==> src/sv/bmd_ram.sv <==
// Generic single-write, single-read RAM with registered read data.
// Depends on nothing; used for edge, node and list stores.
module bmd_ram #(
  parameter int WIDTH = 8,
  parameter int DEPTH = 16,
  localparam int AW   = (DEPTH > 1) ? $clog2(DEPTH) : 1
) (
  input  logic             clk,
  input  logic             we,
  input  logic [AW-1:0]    waddr,
  input  logic [WIDTH-1:0] wdata,
  input  logic [AW-1:0]    raddr,
  output logic [WIDTH-1:0] rdata
);

  logic [WIDTH-1:0] mem [DEPTH];

  always_ff @(posedge clk) begin
    if (we) begin
      mem[waddr] <= wdata;
    end
    rdata <= mem[raddr];
  end

endmodule

==> config.mk <==
export PLATFORM = sky130hd
export DESIGN_NAME = bmd_ram
export DESIGN_NICKNAME = d
export VERILOG_FILES = /design/src/sv/bmd_ram.sv
export SDC_FILE = /design/constraint.sdc
export NUM_CORES = 1
export LEC_CHECK = 0
export BUFFER_PORTS_ARGS = -buffer_cell sky130_fd_sc_hd__buf_2
export CORE_MARGIN = 3
export CORE_UTILIZATION = 65
export CTS_BUF_LIST = sky130_fd_sc_hd__clkbuf_8
export CTS_CLUSTER_DIAMETER = 150
export DETAILED_ROUTE_END_ITERATION = 6
export PLACE_DENSITY = 0.9
export SYNTH_ARGS = -nofsm -noshare
export SYNTH_HDL_FRONTEND = slang
export SYNTH_SLANG_ARGS = --single-unit
==> constraint.sdc <==
create_clock -name clk -period 3.15 [get_ports clk]
set_input_delay 0.315 -clock clk [delete_from_list [all_inputs] [get_ports clk]]
set_output_delay 0.315 -clock clk [all_outputs]
set_load 0.02 [all_outputs]
Word-level counts from Yosys, hierarchy flattened:

Memory sizes are Yosys's and may differ from the RTL's. A register that Yosys moved wholly into a read port is not among the register bits.
Index checks and enable logic that the tools add are counted.

* register bits after elaboration: 0
* RAM bits: 128
* output and inout bits: 8
* logic and storage cells: 3
* memories kept: 1

* mux-type cells: 2

Memory list
* mem: depth 16, width 8, rd ports 1, clocked after Yosys merged registers in 1, write ports 1, line 16 `logic [WIDTH-1:0] mem [DEPTH];`

Operators with widths (count)
* 1-bit 2-to-1 mux: 2

Depth between registers and ports, before layout:

* depth after elaboration: 2
* depth in mapped cells: 5

Worst setup path after synthesis:

Ideal clock, no wire load.

* path type: in2reg
* from: input port waddr[2]
* to: memory mem[0][0], enable pin
* arrival: 1425 ps
* slack: 1342 ps
* stages: 2
* buffers on the path: 0
* cell sequence: or3b_2 > nor3_1

RTL lines
* from (decl): line 10 `input logic [AW-1:0] waddr,`
* to (decl): line 16

No word-level cell before the write port.

==> reports/results.md <==
| Item | Value | Unit |
|---|---|---|
| Placer congestion estimate | 0.7657 | - |
| Final antenna-violating net count | 0 | - |
| Endpoints failing setup | 0 | - |
| Buffers and inverters on the worst path | 2 | - |
| Part of the total power dissipated in sequential elements | 56.6 | % |
| Number of hold-slack violations in the final timing report | 0 | - |
| Mean cell area of the mapped netlist | 22.48 | um^2 |
| CTS clock-pin slew for the worst setup and hold paths | 0.08 | ns |
| Max Transition Viols Final | 0 | - |
| CTS H-tree depth | 4 | - |
| Initial Utilization | 69.12 | % |
| Final critical-path share of the clock period | 50.92 | % |
| Tightest Hold Check Type | primary input to flop | - |
| Core Box Area | 7447 | um^2 |
| Share of power burned in the clock network | 38.0 | % |
| Final setup skew | 0.01060 | ns |
| Initial antenna violation count | 0 | - |
| Post-route DRC | 0 | - |
| Maximum fanout encountered on the critical timing path | 18 | - |
| Wirelength, routed | 10080 | um |
| Critical Path Max Stage Delay | 0.58 | ns |
| Number of nets produced by synthesis | 247 | - |
| Post-DP HPWL | 6184 | um |
| PnR Total Power | 3.592 | mW |
| Ant diodes | 0 | - |
| Worst supply voltage drop on vdd | 0.3968 | mV |
| Setup Total Neg Slack | 0 | ns |
| Sequential fraction of the synthesis area | 77.78 | % |
| Category of the worst setup path capture point | flop | - |
| Total die area | 9023 | um^2 |
| GRT overflow | 0 | - |
| X dimension of the die | 94.99 | um |
| CP cell instances | buf_2, buf_12, mux4_1, a22oi_1, nand2_1 | - |
| Crit-path slowest cell | mux4_1 | - |
| Cell type with the largest total area after synthesis | edfxtp_1 | - |
| Path type of the worst setup path | primary input to flop | - |
| Minimum period implied by the final worst setup slack | 1.604 | ns |
| Placement row count | 31 | - |
| Number of hold buffers added after cts | 0 | - |
| Port buffer count | 25 | - |
| Ranking of synthesized cells by area | edfxtp_1, mux4_2, mux4_1 | - |
| Number of instances in the synthesized netlist | 229 | - |
| Max-Slew Margin vs Limit | 25.73 | % |
| Vias per cell | 6.655 | - |
| Clock buffer count from CTS | 17 | - |
| Result of the run | finished, final reports clean | - |
| Fraction of final layout cells sized beyond drive strength 1 | 28.11 | % |
| Number of flip-flops and latches in the synthesized netlist | 136 | - |
| Count of yosys warnings during synthesis | 0 | - |
| Footprint of the multi-input gates | 1057 | um^2 |
| Sinks on the clock net | 136 | - |
| Fill cell instance count of the final layout | 386 | - |
| Synth Cell Area | 5147 | um^2 |
| Setup repair after global routing missed its margin | false | - |
| DR WL/cell | 26.52 | um |
| Number of instances resized during post-cts repair | 0 | - |
| GRT Total Usage | 25.38 | % |
| Area share of the largest cell type after synthesis | 74.67 | % |
| Vias in the first global route | 2513 | - |
| Area added between synthesis and finish | 11.67 | % |
| Clock tree buffer depth | 2 | - |
| CP Data Arrival Time | 1.91 | ns |
| Clock latency on the worst-skew pair | 0.43 | ns |
| Critical Path RT | 3.46 | ns |
| Clock root buffer master | clkbuf_8 | - |
| Delay-heaviest family, CP | buffers and inverters | - |
| CTS tree | built | - |
| Net switching component of the power | 0.7943 | mW |
| Via total after detailed routing | 2529 | - |
| Startpoint types | primary input | - |
| Combinational cell fraction of total power | 5.4 | % |
| Transition time at the pin with the least slew margin | 1.110 | ns |
| Register cell area after layout | 4004 | um^2 |
| Net total in the final layout | 286 | - |
| Die span in y | 94.99 | um |
| Drt pass-1 iters | 5 | - |
| Post-synthesis cell type count | 19 | - |
| Boundary Pins | 26 | - |
| Global-route wire length before repair | 15260 | um |
| Proportion of total power due to net switching | 22.12 | % |
| Power Dens Cells | 624.8 | nW/um^2 |
| P_leak | 1.904 | nW |
| Highest achievable clock rate | 623.5 | MHz |
| Count of buffers added by post-CTS timing repair for setup | 0 | - |
| DRC marker count from the first detailed-route iteration | 292 | - |
| Power Internal | 2.797 | mW |
| Max-cap violations | 0 | - |
| Pin count of the biggest net entering global routing | 33 | - |
## layer usage
layer  GRT usage [%]  up-vias  part of all wire (%)  routed length (um)
li1                -     1054                     -                   -
met1           36.41     1289                    39                3941
met2           37.64      170                    50                5002
met3           7.490       16                   9.6                 969
met4           9.976        0                   1.6                 164
met5               0        -                     0                   0
## layout by cell type (no fill, tap or decap)
master      count
a22oi_1        16
and2_1          1
and2b_1         1
buf_12          1
buf_2          25
buf_4           4
bufinv_16       2
clkbuf_8       17
clkinv_1        2
clkinv_2        1
clkinv_4        4
clkinvlp_4      5
dfxtp_1         8
edfxtp_1      128
inv_6           1
mux4_1         14
mux4_2         18
nand2_1         9
nand2b_1        2
nand3_1         1
nand3b_1        2
nor2_1         13
nor2b_1         1
nor3_1          4
or3b_2          1
## flip-flops by register name (all words and copies together) (netlist names)
signal and cells:
rdata 8, mem 128
## stage by stage
| step | util, % | worst slack (ns) | std cells | instance area [um^2] | hold WS, ns |
|---|---|---|---|---|---|
| 6_report | 77.18 | 1.546 | 380 | 5748 | 0.2604 |
| 5_1_grt | 77.18 | 1.445 | 380 | 5748 | 0.2532 |
| 4_1_cts | 77.18 | 1.512 | 380 | 5748 | 0.2373 |
| 3_5_place_dp | 71.98 | 1.093 | 348 | 5360 | 0.6856 |
| 3_3_place_gp | 71.98 | 1.074 | 348 | 5360 | 0.6533 |
| 2_1_floorplan | - | 1.342 | 229 | 5147 | 0.4139 |
## cell usage after synthesis
master           instances
nand3_1                  1
nor3_1                   4
mux4_2                  18
and2b_1                  1
edfxtp_1               128
nand2_1                  9
and2_1                   1
mux4_1                  14
dfxtp_1                  8
or3b_2                   1
buf_6                    3
nor2_1                  13
a22oi_1                 16
nor2b_1                  1
nand3b_1                 2
buf_4                    1
clkdlybuf4s25_2          3
buf_2                    3
nand2b_1                 2
## kinds of logic after synthesis
| kind of cell | count (synthesis) | synth area share [%] |
|---|---|---|
| compound gates | 16 | 2.334 |
| simple gates | 35 | 3.184 |
| flops | 136 | 77.78 |
| mux | 32 | 15.02 |
| buf+inv | 10 | 1.677 |
## power by group through the flow
stage	Combinational [mW]	Clock [mW]	Sequential (mW)
2_1_floorplan	0.103	0	2.08
3_3_place_gp	0.186	0	2.07
3_5_place_dp	0.192	0	2.07
4_1_cts	0.195	1.38	2.03
5_1_grt	0.208	1.47	2.04
6_report	0.193	1.36	2.03
## worst paths after layout
check / start / to / slack, ns / depth (start not counted)
hold / removal: wdata[6] / mem[7][6] / 0.26 / 1
hold reg to reg: mem[15][0] / rdata[0] / 0.70 / 3
setup reg to reg: mem[0][5] / rdata[5] / 1.74 / 3
setup / recovery: raddr[0] / rdata[3] / 1.55 / 5
## final cells by class
type | instances | area share (%)
clock buffer | 17 | 4.071
tap | 99 | 2.155
multi-input combinational | 83 | 18.39
timing repair buffer | 30 | 3.047
clock inverter | 15 | 2.677
sequential | 136 | 69.66
(Power assumes the default switching activity.)
